==> src/sv/mpbd_pkg.sv <==
// Shared types, register indexes and constants for the multi-press button decoder.
package mpbd_pkg;

    localparam int TIME_WIDTH_DEF  = 32;
    localparam int COUNT_WIDTH_DEF = 3;

    localparam int CFG_WIDTH       = 32;
    localparam int CFG_ADDR_WIDTH  = 2;
    localparam int TICKS_WIDTH     = 32;
    localparam int IN_TDATA_WIDTH  = 40;
    localparam int OUT_TDATA_WIDTH = 24;
    localparam int RESULT_WIDTH    = 21;

    typedef logic [CFG_ADDR_WIDTH-1:0] cfg_addr_t;

    localparam cfg_addr_t REG_DEBOUNCE   = 2'd0;
    localparam cfg_addr_t REG_LONG_PRESS = 2'd1;
    localparam cfg_addr_t REG_GAP        = 2'd2;

    localparam logic [CFG_WIDTH-1:0] DEBOUNCE_RESET   = 32'd327;
    localparam logic [CFG_WIDTH-1:0] LONG_PRESS_RESET = 32'd65536;
    localparam logic [CFG_WIDTH-1:0] GAP_RESET        = 32'd65536;

    localparam logic [6:0] DUST_HIGH = 7'd100;
    localparam logic [6:0] DUST_MID  = 7'd50;
    localparam logic [6:0] DUST_LOW  = 7'd10;

    typedef enum logic [2:0] {
        CMD_RESET     = 3'd0,
        CMD_SENSING   = 3'd1,
        CMD_DUST_HIGH = 3'd2,
        CMD_DUST_MID  = 3'd3,
        CMD_DUST_LOW  = 3'd4,
        CMD_HEARTBEAT = 3'd5,
        CMD_RADIO     = 3'd6,
        CMD_SEND      = 3'd7
    } cmd_t;

    typedef struct packed {
        logic [CFG_WIDTH-1:0] debounce_ticks;
        logic [CFG_WIDTH-1:0] long_press_ticks;
        logic [CFG_WIDTH-1:0] gap_ticks;
    } cfg_t;

    // Declared from the highest bit down so the packed struct matches the tdata layout.
    typedef struct packed {
        logic [6:0] dust_sample_count;
        logic       radio_enabled;
        logic       heartbeat_enabled;
        logic       sensing_enabled;
        logic       send_now;
        logic       reset_request;
        logic [2:0] action_code;
        logic       action_valid;
        logic [2:0] press_count;
        logic       is_pressed;
        logic       accepted;
    } result_t;

endpackage

==> src/sv/multi_press_button_decoder.sv <==
// Top level: input word register, edge decode, result register and configuration port.
//
//  Channel   Direction  Word contents (low bit first)
//  s_axis    in         pin_level, now_ticks[31:0], zero fill
//  m_axis    out        accepted, is_pressed, press_count, action_valid, action_code,
//                       reset_request, send_now, sensing, heartbeat, radio, dust, zero fill
//  cfg       in         write only: 0 debounce, 1 long press, 2 gap
//
// Every input word yields exactly one result word, via input and result registers.
// One word is accepted per cycle unless m_axis stalls; the decode reads and updates
// its state in the same cycle the word leaves the input register. Reset clears the
// handshake state and returns all thresholds and button state to their defaults.
// A stall on m_axis holds the result register and, one word later, the input.
module multi_press_button_decoder
#(
    parameter int TIME_WIDTH  = mpbd_pkg::TIME_WIDTH_DEF,
    parameter int COUNT_WIDTH = mpbd_pkg::COUNT_WIDTH_DEF
)
(
    input  logic                                     clk,
    input  logic                                     rst_n,
    input  logic                                     s_axis_tvalid,
    output logic                                     s_axis_tready,
    // pin_level [0], now_ticks [32:1], zero [39:33]
    input  logic [mpbd_pkg::IN_TDATA_WIDTH-1:0]      s_axis_tdata,
    output logic                                     m_axis_tvalid,
    input  logic                                     m_axis_tready,
    // accepted [0], is_pressed [1], press_count [4:2], action_valid [5],
    // action_code [8:6], reset_request [9], send_now [10], sensing_enabled [11],
    // heartbeat_enabled [12], radio_enabled [13], dust_sample_count [20:14], zero [23:21]
    output logic [mpbd_pkg::OUT_TDATA_WIDTH-1:0]     m_axis_tdata,
    input  logic                                     cfg_we,
    input  mpbd_pkg::cfg_addr_t                      cfg_addr,
    input  logic [mpbd_pkg::CFG_WIDTH-1:0]           cfg_wdata
);

    logic                                    in_valid_reg, in_valid_next;
    logic                                    level_reg;
    logic [mpbd_pkg::TICKS_WIDTH-1:0]        now_reg;
    logic                                    out_valid_reg, out_valid_next;
    mpbd_pkg::result_t                       out_reg;
    mpbd_pkg::result_t                       result;
    mpbd_pkg::cfg_t                          cfg;
    logic                                    advance;
    logic                                    fire;
    logic                                    s_fire;

    always_comb
    begin
        advance        = !out_valid_reg || m_axis_tready;
        fire           = in_valid_reg && advance;
        s_axis_tready  = !in_valid_reg || advance;
        s_fire         = s_axis_tvalid && s_axis_tready;
        in_valid_next  = s_fire || (in_valid_reg && !fire);
        out_valid_next = fire || (out_valid_reg && !m_axis_tready);
    end

    mpbd_cfg_regs u_cfg
    (
        .clk       (clk),
        .rst_n     (rst_n),
        .cfg_we    (cfg_we),
        .cfg_addr  (cfg_addr),
        .cfg_wdata (cfg_wdata),
        .cfg       (cfg)
    );

    mpbd_decode
    #(
        .TIME_WIDTH  (TIME_WIDTH),
        .COUNT_WIDTH (COUNT_WIDTH)
    )
    u_decode
    (
        .clk       (clk),
        .rst_n     (rst_n),
        .fire      (fire),
        .pin_level (level_reg),
        .now_ticks (now_reg),
        .cfg       (cfg),
        .result    (result)
    );

    always_ff @(posedge clk or negedge rst_n)
    begin
        if (!rst_n)
        begin
            in_valid_reg  <= 1'b0;
            out_valid_reg <= 1'b0;
        end
        else
        begin
            in_valid_reg  <= in_valid_next;
            out_valid_reg <= out_valid_next;
        end
    end

    always_ff @(posedge clk)
    begin
        if (s_fire)
        begin
            level_reg <= s_axis_tdata[0];
            now_reg   <= s_axis_tdata[mpbd_pkg::TICKS_WIDTH:1];
        end
        if (fire)
        begin
            out_reg <= result;
        end
    end

    assign m_axis_tvalid = out_valid_reg;
    assign m_axis_tdata  = {{(mpbd_pkg::OUT_TDATA_WIDTH - mpbd_pkg::RESULT_WIDTH){1'b0}},
                            out_reg};

endmodule

==> src/sv/mpbd_cfg_regs.sv <==
// Configuration register file: debounce, long-press and gap thresholds.
module mpbd_cfg_regs
(
    input  logic                                  clk,
    input  logic                                  rst_n,
    input  logic                                  cfg_we,
    input  mpbd_pkg::cfg_addr_t                   cfg_addr,
    input  logic [mpbd_pkg::CFG_WIDTH-1:0]        cfg_wdata,
    output mpbd_pkg::cfg_t                        cfg
);

    mpbd_pkg::cfg_t cfg_reg;
    mpbd_pkg::cfg_t cfg_next;

    always_comb
    begin
        cfg_next = cfg_reg;
        if (cfg_we)
        begin
            case (cfg_addr)
                mpbd_pkg::REG_DEBOUNCE:   cfg_next.debounce_ticks   = cfg_wdata;
                mpbd_pkg::REG_LONG_PRESS: cfg_next.long_press_ticks = cfg_wdata;
                mpbd_pkg::REG_GAP:        cfg_next.gap_ticks        = cfg_wdata;
                default:                  cfg_next = cfg_reg;
            endcase
        end
    end

    always_ff @(posedge clk or negedge rst_n)
    begin
        if (!rst_n)
        begin
            cfg_reg.debounce_ticks   <= mpbd_pkg::DEBOUNCE_RESET;
            cfg_reg.long_press_ticks <= mpbd_pkg::LONG_PRESS_RESET;
            cfg_reg.gap_ticks        <= mpbd_pkg::GAP_RESET;
        end
        else
        begin
            cfg_reg <= cfg_next;
        end
    end

    assign cfg = cfg_reg;

endmodule

==> src/sv/mpbd_decode.sv <==
// Button state registers and the single-pass edge decode that updates them.
module mpbd_decode
#(
    parameter int TIME_WIDTH  = mpbd_pkg::TIME_WIDTH_DEF,
    parameter int COUNT_WIDTH = mpbd_pkg::COUNT_WIDTH_DEF
)
(
    input  logic                                clk,
    input  logic                                rst_n,
    input  logic                                fire,
    input  logic                                pin_level,
    input  logic [mpbd_pkg::TICKS_WIDTH-1:0]    now_ticks,
    input  mpbd_pkg::cfg_t                      cfg,
    output mpbd_pkg::result_t                   result
);

    localparam int CMP_W  = (TIME_WIDTH > mpbd_pkg::CFG_WIDTH) ? TIME_WIDTH
                                                               : mpbd_pkg::CFG_WIDTH;
    localparam int CODE_W = (COUNT_WIDTH > 3) ? COUNT_WIDTH : 3;

    logic                   pressed_reg,    pressed_next;
    logic                   edge_seen_reg,  edge_seen_next;
    logic [COUNT_WIDTH-1:0] count_reg,      count_next;
    logic [TIME_WIDTH-1:0]  press_time_reg, press_time_next;
    logic [TIME_WIDTH-1:0]  rel_time_reg,   rel_time_next;
    logic                   sensing_reg,    sensing_next;
    logic                   heartbeat_reg,  heartbeat_next;
    logic                   radio_reg,      radio_next;
    logic [6:0]             dust_reg,       dust_next;

    logic [TIME_WIDTH-1:0]  now_t;
    logic [TIME_WIDTH-1:0]  elapsed;
    logic [TIME_WIDTH-1:0]  gap;
    logic                   too_soon;
    logic                   take;
    logic                   act_valid;
    logic                   rst_req;
    logic                   send;
    logic [CODE_W-1:0]      code_ext;
    logic [CODE_W-1:0]      count_ext;

    always_comb
    begin
        now_t   = TIME_WIDTH'(now_ticks);
        elapsed = now_t - (pressed_reg ? press_time_reg : rel_time_reg);
        gap     = now_t - rel_time_reg;
        // Before the first accepted edge there is no reference time to debounce against.
        too_soon = (CMP_W'(elapsed) < CMP_W'(cfg.debounce_ticks)) && edge_seen_reg;
        take     = (pin_level != pressed_reg) && !too_soon;

        pressed_next    = pressed_reg;
        edge_seen_next  = edge_seen_reg;
        count_next      = count_reg;
        press_time_next = press_time_reg;
        rel_time_next   = rel_time_reg;
        sensing_next    = sensing_reg;
        heartbeat_next  = heartbeat_reg;
        radio_next      = radio_reg;
        dust_next       = dust_reg;
        act_valid       = 1'b0;
        rst_req         = 1'b0;
        send            = 1'b0;
        code_ext        = '0;

        if (take)
        begin
            pressed_next   = pin_level;
            edge_seen_next = 1'b1;
            if (!pin_level)
            begin
                rel_time_next = now_t;
                if (CMP_W'(elapsed) < CMP_W'(cfg.long_press_ticks))
                begin
                    count_next = count_reg + COUNT_WIDTH'(1);
                end
                else
                begin
                    act_valid  = 1'b1;
                    code_ext   = CODE_W'(count_reg);
                    count_next = '0;
                    case (code_ext)
                        CODE_W'(mpbd_pkg::CMD_RESET):     rst_req        = 1'b1;
                        CODE_W'(mpbd_pkg::CMD_SENSING):   sensing_next   = !sensing_reg;
                        CODE_W'(mpbd_pkg::CMD_DUST_HIGH): dust_next      = mpbd_pkg::DUST_HIGH;
                        CODE_W'(mpbd_pkg::CMD_DUST_MID):  dust_next      = mpbd_pkg::DUST_MID;
                        CODE_W'(mpbd_pkg::CMD_DUST_LOW):  dust_next      = mpbd_pkg::DUST_LOW;
                        CODE_W'(mpbd_pkg::CMD_HEARTBEAT): heartbeat_next = !heartbeat_reg;
                        CODE_W'(mpbd_pkg::CMD_RADIO):     radio_next     = !radio_reg;
                        CODE_W'(mpbd_pkg::CMD_SEND):      send           = 1'b1;
                        default:                          send           = 1'b0;
                    endcase
                end
            end
            else
            begin
                press_time_next = now_t;
                if (CMP_W'(gap) > CMP_W'(cfg.gap_ticks))
                begin
                    count_next = '0;
                end
            end
        end

        count_ext = CODE_W'(count_next);

        result.accepted          = take;
        result.is_pressed        = pressed_next;
        result.press_count       = count_ext[2:0];
        result.action_valid      = act_valid;
        result.action_code       = code_ext[2:0];
        result.reset_request     = rst_req;
        result.send_now          = send;
        result.sensing_enabled   = sensing_next;
        result.heartbeat_enabled = heartbeat_next;
        result.radio_enabled     = radio_next;
        result.dust_sample_count = dust_next;
    end

    always_ff @(posedge clk or negedge rst_n)
    begin
        if (!rst_n)
        begin
            pressed_reg    <= 1'b0;
            edge_seen_reg  <= 1'b0;
            count_reg      <= '0;
            press_time_reg <= '0;
            rel_time_reg   <= '0;
            sensing_reg    <= 1'b1;
            heartbeat_reg  <= 1'b1;
            radio_reg      <= 1'b1;
            dust_reg       <= mpbd_pkg::DUST_MID;
        end
        else if (fire)
        begin
            pressed_reg    <= pressed_next;
            edge_seen_reg  <= edge_seen_next;
            count_reg      <= count_next;
            press_time_reg <= press_time_next;
            rel_time_reg   <= rel_time_next;
            sensing_reg    <= sensing_next;
            heartbeat_reg  <= heartbeat_next;
            radio_reg      <= radio_next;
            dust_reg       <= dust_next;
        end
    end

endmodule

==> config.mk <==
export PLATFORM = sky130hd
export DESIGN_NAME = multi_press_button_decoder
export DESIGN_NICKNAME = d
export VERILOG_FILES = /design/src/sv/mpbd_pkg.sv /design/src/sv/multi_press_button_decoder.sv /design/src/sv/mpbd_cfg_regs.sv /design/src/sv/mpbd_decode.sv
export SDC_FILE = /design/constraint.sdc
export NUM_CORES = 1
export LEC_CHECK = 0
export BUFFER_PORTS_ARGS = -buffer_cell sky130_fd_sc_hd__buf_2
export CAP_MARGIN = 30
export CORE_AREA = 2 2 167 185
export CTS_BUF_LIST = sky130_fd_sc_hd__clkbuf_2
export DETAILED_ROUTE_END_ITERATION = 16
export DIE_AREA = 0 0 169 187
export GPL_TIMING_DRIVEN = 0
export HOLD_SLACK_MARGIN = 0.06
export PLACE_DENSITY = 0.66
export SYNTH_ARGS = -nofsm -noshare
export SYNTH_HDL_FRONTEND = slang
export SYNTH_SLANG_ARGS = --single-unit
export TNS_END_PERCENT = 5
==> constraint.sdc <==
create_clock -name clk -period 13.9 [get_ports clk]
set_input_delay 2.78 -clock clk [delete_from_list [all_inputs] [get_ports clk]]
set_output_delay 2.78 -clock clk [all_outputs]
set_load 0.005 [all_outputs]
==> run metrics, run 1 <==
first-pass GRT wire length=54740 µm; clk sinks=231; Pwr Total=3.973 mW; cell area after layout=16350 µm²; Worst-Margin Slew=0.9853 ns; ys flop type=dfrtp_1; post-layout util=0.5449; Fin. Hold Viols=0; EDFF count, synth=54; initial detailed-routing violation count=591; Antenna Violating Nets Remaining=0; RR Startpoint=u_decode.pressed_reg; WL final=33770 µm; drt pass-1 iters=5; IO Pins=105; Worst Setup SP=u_decode.pressed_reg; setup slack, reg-to-reg=6.43 ns; sequential area share after synthesis=0.4133; WP data required=14.67 ns; final estimated routing congestion in global placement=0.8665; DRC viols=0; Core Area=30010 µm²; crit path DAT=8.24 ns; fmax=133.9 MHz; total negative setup slack=0 ns; Storage cell area=6067 µm²; peak per-stage delay on the critical path=0.72 ns; min cycle time layout=7.467 ns; Slew Limit Fails=0; flop and latch count out of synthesis=231; Fill cells=2706; largest net degree at the start of global routing=97; Worst Setup EP=u_decode.press_time_reg[3]; Max Clock Skew=0.03955 ns; initial antenna violation count=1; WP depth=21; row count=67; vias per std cell=5.462; cts repair resizes=0; effective utilization at floorplan=0.4891; root buf cell=clkbuf_2; r2r worst-path depth=21; hold_buf cts=0; Port Buffers=94; Placed Area=15700 µm²; layout cells sized above 1=0.2219; Peak VDD IR=0.08637 mV; number of global-route vias before repair=10.91k; CP cell instances=clkbuf_1, clkbuf_1, mux2i_1, ha_1, nor2b_1, o21ai_0, a21oi_1, o21a_1, a2111oi_0, o21ai_0, a31oi_1, xnor2_1, ha_1, nand3_1, nor4_1, o21ai_0, a32oi_2, and2_4, nand3_2, buf_4, mux2_1; max FFs per register=96; final net count=1798; post-synth top area cell=dfrtp_1; Final setup viols=0; Syn. warnings=0; H-Tree Level Count=2; top post-synthesis cells by count=dfrtp_1 (164), ha_1 (163), inv_1 (152), mux2_2 (105), a21oi_1 (75); reg2reg end=u_decode.press_time_reg[3]; WHS=0.4713 ns; hpwl dp=25900 µm; Worst setup SP type=flip-flop; Crit Path Category=reg -> reg; Post CTS Setup Buffer Count=0; worst path buffer plus inverter count=3; number of max-cap violations=0; multi-input logic area=7856 µm²; Slew HR=0.3424; Setup crit end kind=flip-flop; CTS tree=built; outcome=completed; RSZ-0062 raised after global routing=no; final period utilization=0.5372; Layout Area Growth over Synthesis=11.41%; Syn Area/Cell=10.54 µm²; static leakage=7.822 nW; Die Wd=169 µm; Critical Path Fanout Max=10; largest cells by area after synthesis=dfrtp_1 (28%), ha_1 (14%), edfxtp_1 (11%); asr flop ratio synth=0.7662; Top Family by Delay on Critical Path=compound AO/OA/AOI/OAI gates; cell count after synthesis=1393; GRT overflow=0; most frequent cell after synthesis=dfrtp_1; CP max-delay cell=a2111oi_0; Vias=10.84k; clock-pin slew on the worst setup and hold paths=0.11 ns; area share of the largest cell type after synthesis=0.2796; routed length per instance=17.02 µm; Post-Syn Area=14680 µm²; Total Die Area=31600 µm²; GRT Total Usage=0.2164; Power Density=242.9 nW/µm²; post-synthesis cell type count=85; Die H=187 µm; number of CTS-inserted buffers=60; CTS Buffer Depth=3; Hold/Removal Path Class=reg -> reg; clock latency on the worst-skew pair=0.92 ns; CP dominant cell by count=o21ai_0
## stage by stage
step	instances	setup slack (ns)
2_1_floorplan	1395	8.166
3_3_place_gp	1868	6.430
3_5_place_dp	1871	6.423
4_1_cts	1983	6.363
5_1_grt	1984	5.791
6_report	1984	6.433
## where the power goes
| group | total (mW) | switching (mW) | internal, mW |
|---|---|---|---|
| clock network | 0.547 | 0.289 | 0.258 |
| registers | 0.961 | 0.0898 | 0.872 |
| logic | 2.46 | 1.39 | 1.07 |
## how the worst min path moves through the flow
stage | endpoint | cells after the start | from
final | u_decode.edge_seen_reg | 1 | u_decode.edge_seen_reg
after global routing | u_decode.edge_seen_reg | 1 | u_decode.edge_seen_reg
after CTS | u_decode.edge_seen_reg | 1 | u_decode.edge_seen_reg
after detailed placement | u_decode.edge_seen_reg | 1 | u_decode.edge_seen_reg
after global placement | u_decode.edge_seen_reg | 1 | u_decode.edge_seen_reg
after floorplan | u_decode.edge_seen_reg | 1 | u_decode.edge_seen_reg
## cell families (layout without fill, tap and decap cells)
logic type	count (synthesis)	count (layout)	synth area share
other cells	1	4	0.0002555
simple gates	275	275	0.09420
fa+ha+maj	165	165	0.1417
flops	231	231	0.4134
compound gates	306	306	0.1393
mux	166	166	0.1247
xor+xnor	57	57	0.03452
buf+inv	192	401	0.05200
## worst reg2reg max path, delay by kind of cell, from the launching register on
kind,cells,cell delay [ns]
xor gates and xnor gates,1,0.21
muxes,2,0.71
and+or+nand+nor,5,1.16
AOI/OAI and AO/OA,8,2.85
buffers and inverters,3,1.44
adders and majority gates,2,0.63
DFF,1,0.33
## layout by cell type, fill, tap and decap left out, types with 9 or more instances in the layout
cell type / netlist / routed
mux2_2: 105 / 105
o211ai_1: 9 / 9
xor2_1: 20 / 20
inv_1: 152 / 152
nand3_1: 24 / 24
a21o_1: 56 / 56
edfxtp_1: 54 / 54
nor2b_1: 16 / 16
clkinv_1: 0 / 9
a31oi_1: 13 / 13
nand2_1: 73 / 73
nor2_1: 63 / 63
and2_1: 10 / 9
nor3_1: 13 / 13
dfrtp_1: 164 / 164
mux2i_1: 31 / 31
ha_1: 163 / 163
nand2b_1: 13 / 13
clkbuf_1: 24 / 24
dfstp_2: 13 / 13
mux2_1: 30 / 30
nand4_1: 24 / 24
o21ai_0: 71 / 71
clkbuf_2: 0 / 97
a21oi_1: 75 / 75
buf_2: 5 / 99
xnor2_1: 36 / 36
o21a_1: 14 / 14
## per-layer routing
metal,GRT usage,part of all wire,vias up
li1,-,-,5333
met1,0.2814,0.45,5226
met2,0.3655,0.48,217
met3,0.03830,0.040,61
met4,0.07232,0.026,0
met5,0,0,-
## cell type report
| cell class | instances | area share |
|---|---|---|
| Multi-Input combinational cell | 972 | 0.4804 |
| Sequential cell | 231 | 0.3710 |
| Inverter | 152 | 0.03489 |
| Timing Repair Buffer | 97 | 0.03305 |
| Clock buffer | 97 | 0.02969 |
| Tap cell | 379 | 0.02900 |
| Buffer | 40 | 0.01178 |
| Clock inverter | 15 | 0.01002 |
| Antenna cell | 1 | 0.0001530 |
No activity file was read; power rests on OpenSTA's default activity.
==> inputs of run 2 (changes only) <==
--- a/config.mk
+++ b/config.mk
@@ -13,7 +13,7 @@
 export DIE_AREA = 0 0 169 187
 export GPL_TIMING_DRIVEN = 0
 export HOLD_SLACK_MARGIN = 0.06
-export PLACE_DENSITY = 0.66
+export PLACE_DENSITY = 0.69
 export SYNTH_ARGS = -nofsm -noshare
 export SYNTH_HDL_FRONTEND = slang
 export SYNTH_SLANG_ARGS = --single-unit
==> constraint.sdc (replaced) <==
create_clock -name clk -period 6.85 [get_ports clk]
set_input_delay 1.37 -clock clk [delete_from_list [all_inputs] [get_ports clk]]
set_output_delay 1.37 -clock clk [all_outputs]
set_load 0.005 [all_outputs]
==> run 2 against run 1 <==
  * Critical path depth did not move
  * Critical endpoint is now u_decode.press_time_reg[16]
  * Total power increased by 100%
  * Highest routed layer unchanged
  * Clock-buffer cell count up 3
  * Largest cell class unchanged
  * Setup slack worse by 6.0 ns
  * Utilization shrank 0.23 points
  * Combinational power grew 100%
  * Cell count fell by 0.10%
  * Non-clock buffer count is 1 lower
==> run metrics, run 2 (same netlist as run 1, synthesis figures left out) <==
outcome=completed; root buf cell=clkbuf_2; routed length per instance=16.83 µm (-1.1%); first-pass GRT wire length=54680 µm (-0.11%); fmax=156.4 MHz (+17%); initial antenna violation count=1 (unchanged); vias per std cell=5.470 (+0.15%); Vias=10.84k (+0.046%); Port Buffers=94 (unchanged); max FFs per register=96 (unchanged); Worst-Margin Slew=0.9660 ns (-0.01936 ns); r2r worst-path depth=21 (unchanged); Peak VDD IR=0.1713 mV (+98%); row count=67 (unchanged); Final setup viols=0 (unchanged); CP max-delay cell=dfrtp_2; post-layout util=0.5427 (-0.002251); Setup crit end kind=flip-flop; largest net degree at the start of global routing=101 (+4.1%); Fin. Hold Viols=0 (unchanged); clock latency on the worst-skew pair=0.92 ns (about the same); static leakage=7.793 nW (-0.36%); GRT overflow=0 (unchanged); clk sinks=231 (unchanged); Power Density=487.5 nW/µm² (+100%); Hold/Removal Path Class=reg -> reg; final worst slack=0.4563 ns (-5.976 ns); Crit Path Category=reg -> reg; Worst setup SP type=flip-flop; Die H=187 µm (unchanged); Core Area=30010 µm² (unchanged); min cycle time layout=6.394 ns (-1.074 ns); Fill cells=2756 (+1.8%); CP cell instances=clkbuf_4, mux2i_1, ha_1, nor2b_1, o21ai_0, a21oi_1, o21a_1, o21a_1, o211ai_1, nand2_1, a221oi_1, xnor2_1, ha_1, nand3_1, nor4_1, o21ai_0, a32oi_2, and2_4, nand3_2, buf_4, mux2_1; WL final=33350 µm (-1.2%); Antenna Violating Nets Remaining=0 (unchanged); IO Pins=105 (unchanged); CTS Buffer Depth=3 (unchanged); Storage cell area=6068 µm² (about the same); layout cells sized above 1=0.2253 (+0.003398); Total Die Area=31600 µm² (unchanged); effective utilization at floorplan=0.4891 (unchanged); RSZ-0062 raised after global routing=no; Slew Limit Fails=0 (unchanged); final net count=1797 (-0.056%); peak per-stage delay on the critical path=0.54 ns (-0.18 ns); worst path buffer plus inverter count=2 (-1); hpwl dp=25580 µm (-1.2%); hold_buf cts=0 (unchanged); Layout Area Growth over Synthesis=10.95%; Critical Path Fanout Max=10 (unchanged); Die Wd=169 µm (unchanged); number of max-cap violations=0 (unchanged); crit path DAT=7.14 ns (-1.10 ns); DRC viols=0 (unchanged); most frequent cells in the layout=ha_1 (163), dfrtp_1 (163), inv_1 (152), mux2_2 (105), clkbuf_2 (101); H-Tree Level Count=2 (unchanged); number of CTS-inserted buffers=60 (unchanged); Max Clock Skew=0.07837 ns (+0.03882 ns); Post CTS Setup Buffer Count=0 (unchanged); Slew HR=0.3553 (+0.01292); clock-pin slew on the worst setup and hold paths=0.11 ns (about the same); WP data required=7.59 ns (-7.08 ns); CTS tree=built; drt pass-1 iters=5 (unchanged); final period utilization=0.9334 (+0.3962); final estimated routing congestion in global placement=0.9084 (+4.8%); number of global-route vias before repair=10.90k (-0.12%); GRT Total Usage=0.2158 (-0.0005421); multi-input logic area=7869 µm² (+0.16%); Top Family by Delay on Critical Path=compound AO/OA/AOI/OAI gates; worst hold stages=1 (unchanged); DP Worst Slack=-0.6124 ns (-7.035 ns); initial detailed-routing violation count=649 (+9.8%); WP depth=21 (unchanged)
[run 2: repair_timing]
action	CTS	global route
setup endpoints to repair	96	91
endpoints found under the hold margin	0	0
resized for setup	4	3
[run 2: layer usage]
metal | up-vias | track usage | share of wire
met2 | 242 | 0.3625 | 0.48
met5 | - | 0 | 0
met4 | 0 | 0.07857 | 0.030
li1 | 5339 | - | -
met3 | 69 | 0.04190 | 0.049
met1 | 5192 | 0.2774 | 0.44
[run 2: area by class of cell]
type	count	share of cell area
multi-input cells	972	0.4832
flip-flops and latches	231	0.3726
inverters	152	0.03503
repair buffers	97	0.03273
clock buffers	100	0.03073
well taps	379	0.02912
plain buffers	39	0.01191
clock inverters	11	0.004533
diodes	1	0.0001537
[run 2: worst paths after layout]
path	startpoint	slack, ns	to
worst min-delay path	u_decode.edge_seen_reg	0.47	u_decode.edge_seen_reg
max in group asynchronous	rst_n	5.40	u_cfg.cfg[16]
worst max register to register	u_decode.pressed_reg	0.46	u_decode.press_time_reg[16]
worst max-delay path	u_decode.pressed_reg	0.46	u_decode.press_time_reg[16]
worst min register to register	u_decode.edge_seen_reg	0.47	u_decode.edge_seen_reg
min in group asynchronous	rst_n	0.48	u_decode.press_time_reg[28]
[run 2: power by group]
group	switching (mW)	leakage, nW	internal [mW]
sequential	0.194	2.62	1.77
clock	0.577	0.450	0.420
combinational	2.80	4.73	2.18
[run 2: worst register-to-register path: cells and delay by family (launching register included)]
family,cells,cell delay (ns)
adders and majority gates,2,0.60
and+or+nand+nor,6,1.24
AOI/OAI and AO/OA,8,2.32
muxes,2,0.64
xor gates and xnor gates,1,0.22
buffers and inverters,2,0.67
DFF,1,0.54
[run 2: through the flow]
step	area, µm²	TNS (ns)	power (mW)	std cells	hold WS [ns]
floorplan	14690	0	5.684	1395	0.4288
global placement	15630	-35.41	6.766	1868	0.4543
detailed placement	15690	-41.23	6.926	1871	0.4543
CTS	16270	0	7.982	1981	0.4196
global route	16290	0	8.731	1982	0.4593
finish	16290	0	7.939	1982	0.4747
